### src/design/assert_macros.svh
// Assertion macros shared by the queue bank RTL.
// Needs a clock named clk and an active-low reset named rst_n in the including scope.
`ifndef ASSERT_MACROS_SVH
`define ASSERT_MACROS_SVH

// Checked only while out of reset.
`define TPMQ_ASSERT(label, prop, msg) \
  label: assert property (@(posedge clk) disable iff (!rst_n) prop) else $error(msg);

// Checked at every edge, reset included.
`define TPMQ_ASSERT_ALWAYS(label, prop, msg) \
  label: assert property (@(posedge clk) prop) else $error(msg);

`endif

### src/design/tpmq_pkg.sv
// Package for the two-priority queue bank: field widths, codes and the chain beat type.
// No dependencies.
`timescale 1ns / 1ps

package tpmq_pkg;

  localparam int NUM_QUEUES_DEF  = 16;
  localparam int QUEUE_DEPTH_DEF = 8;

  localparam int QIDX_W  = 4;
  localparam int TAG_W   = 16;
  localparam int CODE_W  = 2;
  localparam int OCC_W   = 4;
  localparam int ENTRY_W = TAG_W + 1;

  typedef enum logic {
    CMD_ADD  = 1'b0,
    CMD_TAKE = 1'b1
  } cmd_e_t;

  typedef enum logic [CODE_W-1:0] {
    RES_DONE  = 2'd0,
    RES_FULL  = 2'd1,
    RES_EMPTY = 2'd2
  } res_code_t;

  typedef struct packed {
    cmd_e_t              command;
    logic [QIDX_W-1:0]   queue_index;
    logic                urgent;
    logic [TAG_W-1:0]    entry_tag;
    res_code_t           result_code;
    logic [TAG_W-1:0]    taken_tag;
    logic                taken_urgent;
    logic [OCC_W-1:0]    occupancy;
  } beat_t;

endpackage

### src/design/tpmq_cell.sv
// One cell of the queue chain: holds one queue (count, head pointer, entry memory).
// Acts on a passing beat addressed to it and hands the beat to the next cell. Uses tpmq_pkg.
`timescale 1ns / 1ps

module tpmq_cell
  import tpmq_pkg::*;
#(
  parameter int IDX         = 0,
  parameter int NUM_QUEUES  = NUM_QUEUES_DEF,
  parameter int QUEUE_DEPTH = QUEUE_DEPTH_DEF
) (
  input  logic  clk,
  input  logic  rst_n,
  input  logic  beat_valid_i,
  input  beat_t beat_i,
  output logic  beat_valid_o,
  output beat_t beat_o
);

  localparam int PTR_W = (QUEUE_DEPTH > 1) ? $clog2(QUEUE_DEPTH) : 1;
  localparam int CNT_W = $clog2(QUEUE_DEPTH + 1);
  localparam int SUM_W = $clog2(2 * QUEUE_DEPTH);

  logic [ENTRY_W-1:0] mem [QUEUE_DEPTH];
  logic [ENTRY_W-1:0] word_r;

  logic [CNT_W-1:0] cnt_r, cnt_nxt;
  logic [PTR_W-1:0] head_r, head_nxt;
  logic             beat_valid_r;
  beat_t            beat_r, beat_nxt;

  logic               match;
  logic               we;
  logic [PTR_W-1:0]   waddr;
  logic [SUM_W-1:0]   tail_sum;
  logic [PTR_W-1:0]   tail_slot;

  always_comb begin
    match = 1'b0;
    for (int k = 0; k < (1 << QIDX_W); k++) begin
      if (int'(beat_i.queue_index) == IDX + k * NUM_QUEUES) match = 1'b1;
    end
  end

  always_comb begin
    tail_sum = SUM_W'(head_r) + SUM_W'(cnt_r);
    if (tail_sum >= SUM_W'(QUEUE_DEPTH)) tail_sum = tail_sum - SUM_W'(QUEUE_DEPTH);
    tail_slot = tail_sum[PTR_W-1:0];
  end

  always_comb begin
    cnt_nxt  = cnt_r;
    head_nxt = head_r;
    we       = 1'b0;
    waddr    = tail_slot;
    beat_nxt = beat_i;
    if (beat_valid_i && match) begin
      unique case (beat_i.command)
        CMD_ADD: begin
          if (cnt_r == CNT_W'(QUEUE_DEPTH)) begin
            beat_nxt.result_code = RES_FULL;
          end else begin
            we = 1'b1;
            if (beat_i.urgent) begin
              head_nxt = (head_r == '0) ? PTR_W'(QUEUE_DEPTH - 1) : head_r - 1'b1;
              waddr    = head_nxt;
            end
            cnt_nxt = cnt_r + 1'b1;
            beat_nxt.result_code = RES_DONE;
          end
          beat_nxt.taken_tag    = '0;
          beat_nxt.taken_urgent = 1'b0;
        end
        CMD_TAKE: begin
          if (cnt_r == '0) begin
            beat_nxt.result_code  = RES_EMPTY;
            beat_nxt.taken_tag    = '0;
            beat_nxt.taken_urgent = 1'b0;
          end else begin
            beat_nxt.result_code  = RES_DONE;
            beat_nxt.taken_tag    = word_r[TAG_W-1:0];
            beat_nxt.taken_urgent = word_r[TAG_W];
            head_nxt = (head_r == PTR_W'(QUEUE_DEPTH - 1)) ? '0 : head_r + 1'b1;
            cnt_nxt  = cnt_r - 1'b1;
          end
        end
        default: beat_nxt = beat_i;
      endcase
      beat_nxt.occupancy = OCC_W'(cnt_nxt);
    end
  end

  // entry store, registered read at the head slot
  always_ff @(posedge clk) begin
    if (we) mem[waddr] <= {beat_i.urgent, beat_i.entry_tag};
    word_r <= mem[head_r];
  end

  always_ff @(posedge clk) begin
    if (!rst_n) begin
      cnt_r        <= '0;
      head_r       <= '0;
      beat_valid_r <= 1'b0;
    end else begin
      cnt_r        <= cnt_nxt;
      head_r       <= head_nxt;
      beat_valid_r <= beat_valid_i;
    end
  end

  always_ff @(posedge clk) begin
    beat_r <= beat_nxt;
  end

  assign beat_valid_o = beat_valid_r;
  assign beat_o       = beat_r;

endmodule

### src/design/two_priority_multi_queue.sv
// Bank of NUM_QUEUES bounded deques of QUEUE_DEPTH tagged entries each.
// Input channel (in_*): valid/ready beat carrying command (0 add, 1 take), queue_index,
//   urgent and entry_tag. An urgent add goes to the head, a regular add to the tail.
// Result channel (out_*): valid/ready beat with result_code (0 done, 1 full, 2 empty),
//   taken_tag, taken_urgent and the queue's occupancy after the command.
// Each queue lives in one cell of a chain; an accepted beat walks the chain one cell per
//   cycle and the addressed cell (queue_index mod NUM_QUEUES) carries out the command.
// The result is registered in every cell of the chain and then in the output register.
// Only one beat is in flight at a time: a new beat is taken only once the result beat
//   of the last one has been taken.
// in_ready stays low from acceptance until the result beat is taken, so a stalled
//   receiver simply holds the result and the input.
// Reset (synchronous, rst_n low) empties every queue and drops any beat in flight;
//   in_ready is low while rst_n is low. The entry memories need no clearing since only
//   written slots are ever read.
`timescale 1ns / 1ps
`include "assert_macros.svh"

module two_priority_multi_queue
  import tpmq_pkg::*;
#(
  parameter int NUM_QUEUES  = NUM_QUEUES_DEF,
  parameter int QUEUE_DEPTH = QUEUE_DEPTH_DEF
) (
  input  logic              clk,
  input  logic              rst_n,
  input  logic              in_valid,
  output logic              in_ready,
  input  logic              in_command,
  input  logic [QIDX_W-1:0] in_queue_index,
  input  logic              in_urgent,
  input  logic [TAG_W-1:0]  in_entry_tag,
  output logic              out_valid,
  input  logic              out_ready,
  output logic [CODE_W-1:0] out_result_code,
  output logic [TAG_W-1:0]  out_taken_tag,
  output logic              out_taken_urgent,
  output logic [OCC_W-1:0]  out_occupancy
);

  logic              busy_r, busy_nxt;
  logic              out_valid_r, out_valid_nxt;
  beat_t             out_beat_r;
  logic              in_acc, out_acc;
  beat_t             in_beat;
  logic [NUM_QUEUES:0] chain_valid;
  beat_t             chain_beat [NUM_QUEUES+1];

  assign in_ready = rst_n && !busy_r;
  assign in_acc   = in_valid && in_ready;
  assign out_acc  = out_valid_r && out_ready;

  always_comb begin
    in_beat.command      = cmd_e_t'(in_command);
    in_beat.queue_index  = in_queue_index;
    in_beat.urgent       = in_urgent;
    in_beat.entry_tag    = in_entry_tag;
    in_beat.result_code  = RES_DONE;
    in_beat.taken_tag    = '0;
    in_beat.taken_urgent = 1'b0;
    in_beat.occupancy    = '0;
  end

  assign chain_valid[0] = in_acc;
  assign chain_beat[0]  = in_beat;

  for (genvar i = 0; i < NUM_QUEUES; i++) begin : g_cell
    tpmq_cell #(
      .IDX         (i),
      .NUM_QUEUES  (NUM_QUEUES),
      .QUEUE_DEPTH (QUEUE_DEPTH)
    ) u_cell (
      .clk          (clk),
      .rst_n        (rst_n),
      .beat_valid_i (chain_valid[i]),
      .beat_i       (chain_beat[i]),
      .beat_valid_o (chain_valid[i+1]),
      .beat_o       (chain_beat[i+1])
    );
  end

  always_comb begin
    busy_nxt      = busy_r;
    out_valid_nxt = out_valid_r;
    if (in_acc) busy_nxt = 1'b1;
    else if (out_acc) busy_nxt = 1'b0;
    if (chain_valid[NUM_QUEUES]) out_valid_nxt = 1'b1;
    else if (out_acc) out_valid_nxt = 1'b0;
  end

  always_ff @(posedge clk) begin
    if (!rst_n) begin
      busy_r      <= 1'b0;
      out_valid_r <= 1'b0;
    end else begin
      busy_r      <= busy_nxt;
      out_valid_r <= out_valid_nxt;
    end
  end

  always_ff @(posedge clk) begin
    if (chain_valid[NUM_QUEUES]) out_beat_r <= chain_beat[NUM_QUEUES];
  end

  assign out_valid        = out_valid_r;
  assign out_result_code  = out_beat_r.result_code;
  assign out_taken_tag    = out_beat_r.taken_tag;
  assign out_taken_urgent = out_beat_r.taken_urgent;
  assign out_occupancy    = out_beat_r.occupancy;

  `TPMQ_ASSERT(a_out_needs_busy, out_valid_r |-> busy_r, "result beat without an item in flight")
  `TPMQ_ASSERT(a_single_flight, $countones({chain_valid[NUM_QUEUES:1], out_valid_r}) <= 1, "more than one beat in the chain")
  `TPMQ_ASSERT(a_full_occ, (out_valid_r && out_beat_r.result_code == RES_FULL) |-> (out_beat_r.occupancy == OCC_W'(QUEUE_DEPTH)), "full reject with wrong occupancy")
  `TPMQ_ASSERT(a_reject_clean, (out_valid_r && out_beat_r.result_code != RES_DONE) |-> (out_beat_r.taken_tag == '0 && !out_beat_r.taken_urgent), "reject carries a tag")
  `TPMQ_ASSERT_ALWAYS(a_reset_idle, !rst_n |=> (!busy_r && !out_valid_r), "reset left a beat pending")

endmodule
### config.mk
export PLATFORM = sky130hd
export DESIGN_NAME = two_priority_multi_queue
export DESIGN_NICKNAME = d
export VERILOG_FILES = /design/src/design/tpmq_pkg.sv /design/src/design/tpmq_cell.sv /design/src/design/two_priority_multi_queue.sv
export VERILOG_INCLUDE_DIRS = /design/src /design/src/design
export SDC_FILE = /design/constraint.sdc
export NUM_CORES = 2
export LEC_CHECK = 0
export ABC_AREA = 1
export BUFFER_PORTS_ARGS = -buffer_cell sky130_fd_sc_hd__buf_2
export CORE_ASPECT_RATIO = 0.5
export CORE_MARGIN = 5
export CORE_UTILIZATION = 30
export CTS_CLUSTER_SIZE = 10
export DETAILED_ROUTE_END_ITERATION = 10
export GPL_TIMING_DRIVEN = 0
export PLACE_DENSITY = 0.43
export SLEW_MARGIN = 10
export SYNTH_ARGS = -nofsm -noshare
export SYNTH_HDL_FRONTEND = slang
export SYNTH_SLANG_ARGS = --single-unit
### constraint.sdc
create_clock -name clk -period 3.8 [get_ports clk]
set_input_delay 0.19 -clock clk [delete_from_list [all_inputs] [get_ports clk]]
set_output_delay 0.19 -clock clk [all_outputs]
set_load 0.02 [all_outputs]
==> flow_summary.toml <==
[clocking]
cts_max_level = 5
clockBufferDepth = 4
cts_tree = "done"
path_clk_slew_ns = 0.06
post_cts.repair.setup_buffers = 0
cts_buffers = 374
insertion_delay_ns = 0.92
cts_num_sinks = 3299
root_buffer = "clkbuf_16"

[synthesis]
yosys_register_bits = 3299
async_reset_ff_frac = 0
synth_common_cells = "edfxtp_1, nand2_1, nor2_1"
syn_avg_cell_area_um2 = 11.8
yosys.area.top_type = "edfxtp_1"
synth_area_leaders = "edfxtp_1, dfxtp_1, nand2_1"
post-synth-top-count-cell = "edfxtp_1"
yosys.area.top_type_share = 0.547
syn_area_um2 = 121000
synth_seq_area_share = 0.729
synth_nets = 10400
synth_edf_count = 2199
synth.distinct_cells = 46
synth_flop_cell = "edfxtp_1"
synthCells = 10200
ys_warn_count = 0

[setup_path]
timing.rr.end = "g_cell[15].u_cell.mem[1][7]"
worst_ep_arrival_time_ns = 4.18
path_common_cell = "o21ai_0"
path_buf_inv = 4
worstSetupPathType = "reg2reg"
crit_chain = "buf_2, clkinv_1, clkbuf_1, ha_1, o21ai_0, o21ai_0, o21ai_0, nand2_1, nor2_2, buf_8"
reg2reg_from = "g_cell[15].u_cell.head_r[1]"
rrSetupSlack_ns = 0.19
crit_slowest_cell = "clkbuf_1"
critPathRequiredTime_ns = 4.38
crit_family = "buffers and inverters"
crit_path_start_kind = "flop"
critPathMaxFanout = 12
crit_start = "g_cell[15].u_cell.head_r[1]"
ff2ff_path_depth = 10
max_stage_delay_ns = 0.55
end_kind = "flop"

[die]
ios = 51
die_w_um = 907
rows = 164
dieArea_um2 = 416000
chipHeight_um = 459
core-area_um2 = 400000
start_util = 0.302

[final_layout]
syn2layout_area_growth_pct = 17.0
fill_cells = 39200
layout.nets = 11000
fin_area_um2 = 141000
drive_gt1_frac = 0.0963
final_cells = 16400

[hold_path]
worstHoldStart = "in_entry_tag[2]"
whs_endpoint = "g_cell[0].u_cell.beat_o[25]"
hold-path-cell-count = 2
hp-class = "in2reg"

[power]
total_power_mw = 72.6
p_per_area_nw_per_um2 = 514
swShare = 0.210
leakage_nw = 50.6
p_comb_frac = 0.005
clkPwrFrac = 0.458
internal_power_mw = 57.3
power.share.sequential = 0.537
switchingPower_mw = 15.2
ir_worst_vdd_mv = 0.334

[place]
gp_congestion = 0.839
hpwl_mm = 245
placed_area_um2 = 130000
dp.cells = 15700
numPortBuffers = 49

[outcome]
outcome = "complete, no violations"

[job]
cap_violations = 0

[sta]
maxSlewViolCount = 0
period_share = 0.949
slew-limit-headroom = 0.150
whs_ns = 0.0967
rsz0062_at_grt = "no"
tns_ns = 0
worst_slew_pin_slew_ns = 1.27
max_freq_mhz = 277
setup_viol = 0
fin_skew_ns = 0.0521
layout_min_cycle_time_ns = 3.61
hold_violations = 0

[detailed_routing]
wl_per_cell_um = 21.0
drt_wl_total_mm = 344
firstDrtPassIters = 6
dr_total_vias = 75300
remaining_drc_errors = 0
antenna_left = 0
drt-initial-drc-count = 5371
vias_per_cell = 4.59

[global_route]
grt_pass1_vias = 75000
grt_pass1_wl_mm = 510
gr-total-overflow = 0
antenna_found_initial = 20
grt_usage = 0.161
grt_max_degree = 24
-- per-layer routing --
metal  GRT usage  vias to the layer above  wire length (um)
met3      0.0206                      472             13700
met1       0.225                    36500            162000
met4      0.0432                        0              9090
met5           0                        -                 0
li1            -                    36800                 -
met2       0.266                     1551            160000
-- worst max-delay path by stage --
stage | slack [ns] | depth (start not counted) | endpoint
final | 0.19 | 10 | g_cell[15].u_cell.mem[1][7]
after global routing | 0.001 | 10 | g_cell[15].u_cell.mem[1][7]
after CTS | 0.11 | 10 | g_cell[15].u_cell.mem[3][10]
after detailed placement | 0.12 | 10 | g_cell[15].u_cell.mem[3][10]
after global placement | -0.83 | 9 | g_cell[15].u_cell.mem[5][9]
after floorplan | 0.87 | 10 | g_cell[14].u_cell.mem[6][0]
-- power by group through the flow --
stage	combinational, mW	sequential (mW)	clock [mW]
final	0.378	39.0	33.2
after global routing	0.412	39.0	35.6
after CTS	0.383	39.0	34.1
after detailed placement	0.344	39.8	0
after global placement	0.333	39.8	0
after floorplan	0.166	39.4	0
-- flip-flops by register name, indices dropped and copies added (netlist names) --
signal                      flops
g_cell.u_cell.mem            2176
g_cell.u_cell.beat_o          698
g_cell.u_cell.word_r          272
g_cell.u_cell.cnt_r            64
g_cell.u_cell.head_r           48
g_cell.u_cell.beat_valid_o     16
out_taken_tag                  16
out_occupancy                   4
out_result_code                 2
busy_r                          1
out_taken_urgent                1
out_valid                       1
-- kinds of logic (layout without fill, tap and decap cells) --
logic type / count (synthesis) / after routing / synth area share
compound gates: 2142 / 2142 / 0.0998
xor+xnor: 51 / 51 / 0.00370
fa+ha+maj: 128 / 128 / 0.0143
buf+inv: 861 / 1734 / 0.0297
flops: 3299 / 3299 / 0.729
mux: 1 / 1 / 0.0000829
other cells: 0 / 6 / 0
simple gates: 3728 / 3728 / 0.123
-- cells in the final DEF, fill, tap and decap left out, drive strengths merged, types with 2 or more instances in the layout --
cell type,count
o211ai,15
nor2,1711
clkinv,35
dlygate4sd3,39
inv,337
diode,6
nand3,243
a31oi,273
buf,421
clkbuf,901
o2111ai,2
fa,16
o21a,3
a21oi,361
ha,112
nand3b,13
nor3,10
xnor2,22
o21ai,1224
nand4,26
a22o,238
o22ai,20
a21boi,4
edfxtp,2199
nand2,1721
or2,3
dfxtp,1100
xor2,29
-- area by class of cell --
| type | instances | area [um^2] | area share |
|---|---|---|---|
| Sequential cell | 3299 | 88100 | 0.623 |
| Multi-Input combinational cell | 6050 | 29500 | 0.209 |
| Clock buffer | 634 | 10500 | 0.0744 |
| Tap cell | 5312 | 6650 | 0.0470 |
| Timing Repair Buffer | 218 | 2670 | 0.0189 |
| Buffer | 509 | 2280 | 0.0161 |
| Inverter | 352 | 1320 | 0.00937 |
| Clock inverter | 21 | 307 | 0.00217 |
| Antenna cell | 6 | 15.0 | 0.000106 |
-- worst register-to-register path, stage by stage (launching register included) --
cell and delay, ns:
dfxtp_1 0.32, buf_2 0.24, clkinv_1 0.30, clkbuf_1 0.55, ha_1 0.40, o21ai_0 0.14, o21ai_0 0.19, o21ai_0 0.26
nand2_1 0.13, nor2_2 0.54, buf_8 0.23
-- timing repair --
item / 4_1_cts / 5_1_grt
endpoints found under the setup margin: 0 / 26
resized for setup: 0 / 7
hold buffers: 39 / 0
endpoints found under the hold margin: 190 / 0
-- through the flow --
step / setup WS (ns) / util
detailed placement: 0.122 / 0.325
global route: 0.00130 / 0.353
CTS: 0.109 / 0.353
floorplan: 0.871 / -
global placement: -0.828 / 0.319
finish: 0.194 / 0.353
No activity file was read; power rests on OpenSTA's default activity.
